**src/hw/rtl/vau_pkg.sv**
```systemverilog
// Shared widths, operation codes and pipeline records for the vector unit
`default_nettype none
package vau_pkg;
  localparam int DATA_W      = 32;
  localparam int FRAC_W      = 16;
  localparam int OP_W        = 3;
  localparam int LANES       = 4;
  localparam int SQ_W        = 2 * DATA_W;
  localparam int SUM_W       = SQ_W + 2;
  localparam int ROOT_W      = SUM_W / 2;
  localparam int SQRT_STAGES = ROOT_W;
  localparam int NUM_W       = DATA_W + FRAC_W;
  localparam int DIV_STAGES  = NUM_W;
  localparam int DIVR_W      = ROOT_W;
  localparam int SIDE_DEPTH  = SQRT_STAGES + DIV_STAGES + 1;
  localparam int LATENCY     = 5 + SQRT_STAGES + DIV_STAGES;

  localparam logic [OP_W-1:0] OP_ADD  = 3'd0;
  localparam logic [OP_W-1:0] OP_SUB  = 3'd1;
  localparam logic [OP_W-1:0] OP_MUL  = 3'd2;
  localparam logic [OP_W-1:0] OP_DIV  = 3'd3;
  localparam logic [OP_W-1:0] OP_NORM = 3'd4;

  localparam logic [DATA_W-1:0] Q_MAX = {1'b0, {(DATA_W-1){1'b1}}};
  localparam logic [DATA_W-1:0] Q_MIN = {1'b1, {(DATA_W-1){1'b0}}};

  typedef struct packed {
    logic [DATA_W-1:0] res;
    logic              sat;
    logic [SQ_W-1:0]   sq;
    logic [DATA_W-1:0] amag;
    logic [DATA_W-1:0] bmag;
    logic              negq;
    logic              aneg;
    logic              azero;
    logic              bzero;
    logic [DATA_W-1:0] araw;
  } lane_out_t;

  typedef struct packed {
    logic [OP_W-1:0]              op;
    lane_out_t [LANES-1:0]        ln;
    logic                         lenz;
  } side_t;
endpackage
`default_nettype wire

```
**src/hw/rtl/vau_sqrt.sv**
```systemverilog
// Pipelined integer square root, one root bit per stage
`default_nettype none
module vau_sqrt (
  input  logic                         clk,
  input  logic [vau_pkg::SUM_W-1:0]    rad,
  output logic [vau_pkg::ROOT_W-1:0]   root
);
  import vau_pkg::*;

  localparam int REM_W = ROOT_W + 3;

  logic [SUM_W-1:0]  rad_q  [SQRT_STAGES];
  logic [REM_W-1:0]  rem_q  [SQRT_STAGES];
  logic [ROOT_W-1:0] root_q [SQRT_STAGES];

  for (genvar k = 0; k < SQRT_STAGES; k++) begin : g_stage
    logic [SUM_W-1:0]  rad_i;
    logic [REM_W-1:0]  rem_i, cur, trial;
    logic [ROOT_W-1:0] root_i;
    logic              ge;
    if (k == 0) begin : g_first
      assign rad_i  = rad;
      assign rem_i  = '0;
      assign root_i = '0;
    end else begin : g_next
      assign rad_i  = rad_q[k-1];
      assign rem_i  = rem_q[k-1];
      assign root_i = root_q[k-1];
    end
    assign cur   = {rem_i[REM_W-3:0], rad_i[SUM_W-1 -: 2]};
    assign trial = REM_W'({root_i, 2'b01});
    assign ge    = (cur >= trial);
    always_ff @(posedge clk) begin
      rad_q[k]  <= rad_i << 2;
      rem_q[k]  <= ge ? (cur - trial) : cur;
      root_q[k] <= {root_i[ROOT_W-2:0], ge};
    end
  end

  assign root = root_q[SQRT_STAGES-1];
endmodule
`default_nettype wire

```
**config.mk**
```make
export PLATFORM = sky130hd
export DESIGN_NAME = vau_sqrt
export DESIGN_NICKNAME = d
export VERILOG_FILES = /design/src/hw/rtl/vau_pkg.sv /design/src/hw/rtl/vau_sqrt.sv
export SDC_FILE = /design/constraint.sdc
export NUM_CORES = 2
export LEC_CHECK = 0
export BUFFER_PORTS_ARGS = -buffer_cell sky130_fd_sc_hd__buf_4
export CAP_MARGIN = 20
export CORE_ASPECT_RATIO = 0.9
export CORE_MARGIN = 2
export CORE_UTILIZATION = 25
export DETAILED_ROUTE_END_ITERATION = 10
export GPL_TIMING_DRIVEN = 0
export HOLD_SLACK_MARGIN = 0.15
export PLACE_DENSITY_LB_ADDON = 0.2
export SYNTH_ARGS = -nofsm -noshare
export SYNTH_HDL_FRONTEND = slang
export SYNTH_MEMORY_MAX_BITS = 65536
export SYNTH_SLANG_ARGS = --single-unit
```
**constraint.sdc**
```tcl
create_clock -name clk -period 5.1 [get_ports clk]
set_input_delay 0.51 -clock clk [delete_from_list [all_inputs] [get_ports clk]]
set_output_delay 0.51 -clock clk [all_outputs]
set_load 0.1 [all_outputs]
```
After elaboration in Yosys (flattened, before gate mapping)
Memories as Yosys holds them, arrays and structs flattened.
Cells that the tools add are included.
W data, S select, Z words.
{"block": "word_totals", "elab_cells": 102, "ramBits": 4389, "memories": 3, "ff_bits": 0}
{"block": "classes", "magnitude_cmp": 33, "n_mux": 33, "n_addsub": 33}
{"name": "rad_q", "depth": 33, "width": 64, "read_ports": 32, "rd_clocked_by_memory_dff": 0, "write_ports": 33, "line": "vau_sqrt.sv:12", "rtl": "logic [SUM_W-1:0] rad_q [SQRT_STAGES];"}
{"name": "rem_q", "depth": 33, "width": 36, "read_ports": 32, "rd_clocked_by_memory_dff": 0, "write_ports": 33, "line": "vau_sqrt.sv:13", "rtl": "logic [REM_W-1:0] rem_q [SQRT_STAGES];"}
{"name": "root_q", "depth": 33, "width": 33, "read_ports": 33, "rd_clocked_by_memory_dff": 0, "write_ports": 33, "line": "vau_sqrt.sv:14", "rtl": "logic [ROOT_W-1:0] root_q [SQRT_STAGES];"}
{"cell": "$mux W36", "count": 33}
{"cell": "$ge A36 B35 Y1", "count": 32}
{"cell": "$sub A36 B35 Y36", "count": 32}
{"cell": "$sub A2 B1 Y3 const B", "count": 1}
{"cell": "$ge A2 B1 Y1 const B", "count": 1}

Longest topological paths before layout
An unclocked memory read counts as a cell.
{"block": "logic_depth", "ltp_word": 3, "depth_mapped": 15, "ltp_nobuf": 12}

Least setup slack after synthesis
Ideal clock, no wire load.
{"block": "synth_timing", "kind": "register to register", "from": "memory root_q[25][3] (netlist bit)", "to": "memory rem_q[0][940] (netlist bit)", "synth_period_minus_slack_ns": 3.147, "path_slack_ns": 1.953, "setup_ns": 0.087, "stages_incl_launch_ff": 13, "t_arrival_ns": 3.060, "path_buffers": 2, "t_required_ns": 5.013, "cell_sequence": "dfxtp_1 -> inv_1 -> ha_1 -> or4_1 -> o22ai_1 -> o21bai_1 -> a311o_1 -> a311o_1 -> a31oi_1 -> buf_2 -> buf_2 -> nand2_1 -> o31ai_1"}
{"item": "from (decl)", "line": "vau_sqrt.sv:14"}
{"item": "to (decl)", "line": "vau_sqrt.sv:13"}

==> flow_summary.yaml <==
global_routing:
  gr-usage-all-layers_pct: 11.6
  grt_antenna_before_repair: 5
  grt_start_max_net_pins: 16
  vias_in_the_first_global_route: 68300
  grt_pass1_wl_mm: 372
  globalRoute.totalOverflow: 0
logic_synthesis:
  seq_area_frac_synth_pct: 54.5
  syn-cell-area_um2: 97500
  synth_seq_cells: 2654
  ys_async_sr_fraction_pct: 0
  synth-edff-count: 0
  yosys_warnings: 0
  synthCells: 9682
  synth_top_flop_cell: "sky130_fd_sc_hd__dfxtp_1"
  syn-mean-instance-area_um2: 10.1
  synthesis.nets: 10300
  synth.lib_cells_used.distinct: 91
floorplanning:
  core.rowCount: 217
  initial_utilization_pct: 25.1
  pin_count: 100
  die_area_um2: 395000
  die-width_um: 662
  floorplan.die.height_um: 596
  fp.coreArea_um2: 388000
route:
  tritonroute_pass_1_iters: 6
  detail_route.wirelength_mm: 235
  ant_nets: 0
  detail_route.wl_per_cell_um: 15.1
  viasPerCell: 4.36
  detailroute.wirelength.met2_mm: 107
  wirelength_met1_mm: 111
  drt-initial-drc-count: 3763
  topRoutingLayerUsed: "met4"
  detailroute.wirelength.met3_mm: 10.9
  remaining_drc_errors: 0
  total_number_of_vias: 67800
sta:
  max_slew_margin_pct: 21.5
  timing.hold.ws_ns: 0.266
  setup_repair_after_global_routing_missed_its_margin: "false"
  fin_ws_ns: 0.456
  fin_clk_skew_ns: 0.0659
  min_period_over_period_pct: 91.1
  hold_viol_final: 0
  setup_viol: 0
  final_period_minus_worst_setup_slack_ns: 4.64
  slew_viol_final: 0
  tightest_slew_ns: 1.17
  maxClockFrequency_ghz: 0.215
  setup-tns-final_ns: 0
worst_hold_path:
  timing.hold.worst.class: "reg2reg"
placement:
  place.detailed.hpwl_mm: 180
  portBuffers: 99
  placed_cells: 14900
  placement.cell_area_um2: 105000
  gp_congestion: 0.845
  placement.setup.worst_slack_ns: 0.160
setup_path:
  critical_path.startpoint_type: "flip-flop"
  criticalPathCategory: "reg2reg"
  critical_path_arrival_ns: 5.34
  cp_data_required_time_ns: 5.79
  crit_fanout: 10
  worstSetupEndpointType: "flip-flop"
final_layout:
  sequential_cell_area_um2: 53100
  fillCellCount: 40100
  layout.core_utilization_pct: 29.9
  fin_nets: 10800
  areaGrowthSynthToFinish_pct: 19.3
  final_standard_cell_count_with_taps_included_and_fillers_excluded: 15600
  final_cell_area_um2: 116000
  multi_input_area_um2: 40700
  final_layout_size_suffix_gt1_share_pct: 7.39
clocking:
  cts.clk_slew.worst_paths_ns: 0.06
  cts_inserted_buffers: 302
  cts_setup_buffers: 0
  clock_tree_from_tritoncts: "built"
  htree_num_levels: 5
  cts.root.buffer_cell: "sky130_fd_sc_hd__clkbuf_16"
  cts.sinks: 2654
  insertion_delay_to_the_later_sink_of_the_worst_skew_pair_ns: 0.91
  clk_path_buf_depth: 4
run_status:
  run_status: "finished, final reports clean"
power_and_ir_drop:
  worst_ir_drop_vdd_mv: 0.255
  power.density_cell_area_nw_per_um2: 510
  leakage_nw: 53.0
  power_mw: 59.3
job:
  cap_viol_max_count: 0
## critical path: stages, from the launching register on
cell and delay, ns:
sky130_fd_sc_hd__dfxtp_1 0.39, sky130_fd_sc_hd__inv_1 0.07, sky130_fd_sc_hd__ha_1 0.34, sky130_fd_sc_hd__nand2b_1 0.10
sky130_fd_sc_hd__a211o_1 0.29, sky130_fd_sc_hd__a21oi_1 0.35, sky130_fd_sc_hd__a41o_1 0.35, sky130_fd_sc_hd__a211oi_1 0.14
sky130_fd_sc_hd__o21ai_0 0.21, sky130_fd_sc_hd__a41o_1 0.20, sky130_fd_sc_hd__clkbuf_1 0.53, sky130_fd_sc_hd__clkbuf_1 0.59
sky130_fd_sc_hd__buf_1 0.61, sky130_fd_sc_hd__a21oi_1 0.23
## layout make-up
class                           instances  share of cell area, %
Sequential cell                      2654                   45.7
Multi-Input combinational cell       6065                   35.0
Clock buffer                          414                   7.44
Tap cell                             5146                   5.54
Inverter                              766                   2.48
Clock inverter                        133                   1.79
Timing Repair Buffer                  185                   1.38
Buffer                                196                  0.662
Antenna cell                            2                0.00430
## cells by family after synthesis
family / share of synthesized area, %
and+or+nand+nor: 12.7
xor gates and xnor gates: 7.95
adders and majority gates: 7.65
AOI/OAI and AO/OA: 12.7
muxes: 0.797
buffers and inverters: 3.74
DFF: 54.5
other: 0.00385
## metal layers
metal | up-vias | GRT usage [%]
met5 | - | 0
met4 | 0 | 3.58
met3 | 413 | 1.90
met2 | 1383 | 19.2
met1 | 31800 | 15.4
li1 | 34200 | -
## final timing paths
| path | start | end | slack, ns | cells past startpoint |
|---|---|---|---|---|
| max | root_q[30][0] | rem_q[0][1136] | 0.46 | 13 |
| min reg2reg | rad_q[0][745] | rad_q[0][811] | 0.27 | 0 |
| min | rad_q[0][745] | rad_q[0][811] | 0.27 | 0 |
| max reg2reg | root_q[30][0] | rem_q[0][1136] | 0.46 | 13 |
## where the power goes
part	total (mW)	switching (mW)	internal [mW]	leakage [nW]
clock	22.9	8.77	14.2	5.23
combinational	9.58	5.46	4.12	25.5
sequential	26.8	2.60	24.2	22.2
## cell usage after synthesis, types with 170 or more instances
library cell	number	area share, %
sky130_fd_sc_hd__nand3_1	170	0.87
sky130_fd_sc_hd__nor2_1	596	2.3
sky130_fd_sc_hd__nand2_1	689	2.7
sky130_fd_sc_hd__ha_1	596	7.6
sky130_fd_sc_hd__o21ai_0	499	2.6
sky130_fd_sc_hd__a21o_1	255	2.0
sky130_fd_sc_hd__dfxtp_1	2654	54
sky130_fd_sc_hd__a21oi_1	655	3.4
sky130_fd_sc_hd__xor2_1	438	3.9
sky130_fd_sc_hd__nor3_1	241	1.2
sky130_fd_sc_hd__xnor2_1	447	4.0
sky130_fd_sc_hd__inv_1	758	2.9
## cell usage in the layout (no fill, tap or decap), types with 39 or more instances in the layout
cell | Yosys | layout
sky130_fd_sc_hd__dfxtp_1 | 2654 | 2654
sky130_fd_sc_hd__inv_1 | 758 | 758
sky130_fd_sc_hd__nand2_1 | 689 | 689
sky130_fd_sc_hd__a21oi_1 | 655 | 655
sky130_fd_sc_hd__nor2_1 | 596 | 596
sky130_fd_sc_hd__ha_1 | 596 | 596
sky130_fd_sc_hd__o21ai_0 | 499 | 499
sky130_fd_sc_hd__xnor2_1 | 447 | 447
sky130_fd_sc_hd__xor2_1 | 438 | 438
sky130_fd_sc_hd__clkbuf_16 | 0 | 308
sky130_fd_sc_hd__a21o_1 | 255 | 255
sky130_fd_sc_hd__nor3_1 | 241 | 241
sky130_fd_sc_hd__clkbuf_1 | 166 | 218
sky130_fd_sc_hd__nand3_1 | 170 | 170
sky130_fd_sc_hd__nor4_1 | 128 | 127
sky130_fd_sc_hd__o21a_1 | 111 | 111
sky130_fd_sc_hd__nand2b_1 | 104 | 104
sky130_fd_sc_hd__buf_4 | 3 | 102
sky130_fd_sc_hd__or3_1 | 92 | 92
sky130_fd_sc_hd__nand4_1 | 90 | 90
sky130_fd_sc_hd__dlygate4sd3_1 | 0 | 83
sky130_fd_sc_hd__o31ai_1 | 69 | 69
sky130_fd_sc_hd__nor2b_1 | 65 | 65
sky130_fd_sc_hd__or4_1 | 61 | 61
sky130_fd_sc_hd__mux2_2 | 61 | 61
sky130_fd_sc_hd__clkbuf_8 | 0 | 54
sky130_fd_sc_hd__and3_1 | 49 | 49
sky130_fd_sc_hd__o21bai_1 | 49 | 49
sky130_fd_sc_hd__a31oi_1 | 49 | 49
sky130_fd_sc_hd__or2_2 | 48 | 48
sky130_fd_sc_hd__bufinv_16 | 0 | 43
sky130_fd_sc_hd__and2_1 | 42 | 42
sky130_fd_sc_hd__nand3b_1 | 41 | 41
sky130_fd_sc_hd__clkinv_2 | 0 | 40
sky130_fd_sc_hd__o211ai_1 | 39 | 39
## state kept, by name (all words and copies together), names as in the netlist
name,cells
root_q,561
rad_q,1056
rem_q,1037
## timing repair
action	4_1_cts	5_1_grt
hold buffers	83	0
endpoints found under the setup margin	0	20
hold endpoints to repair	67	0
resized for setup	0	1
(Power assumes the default switching activity.)
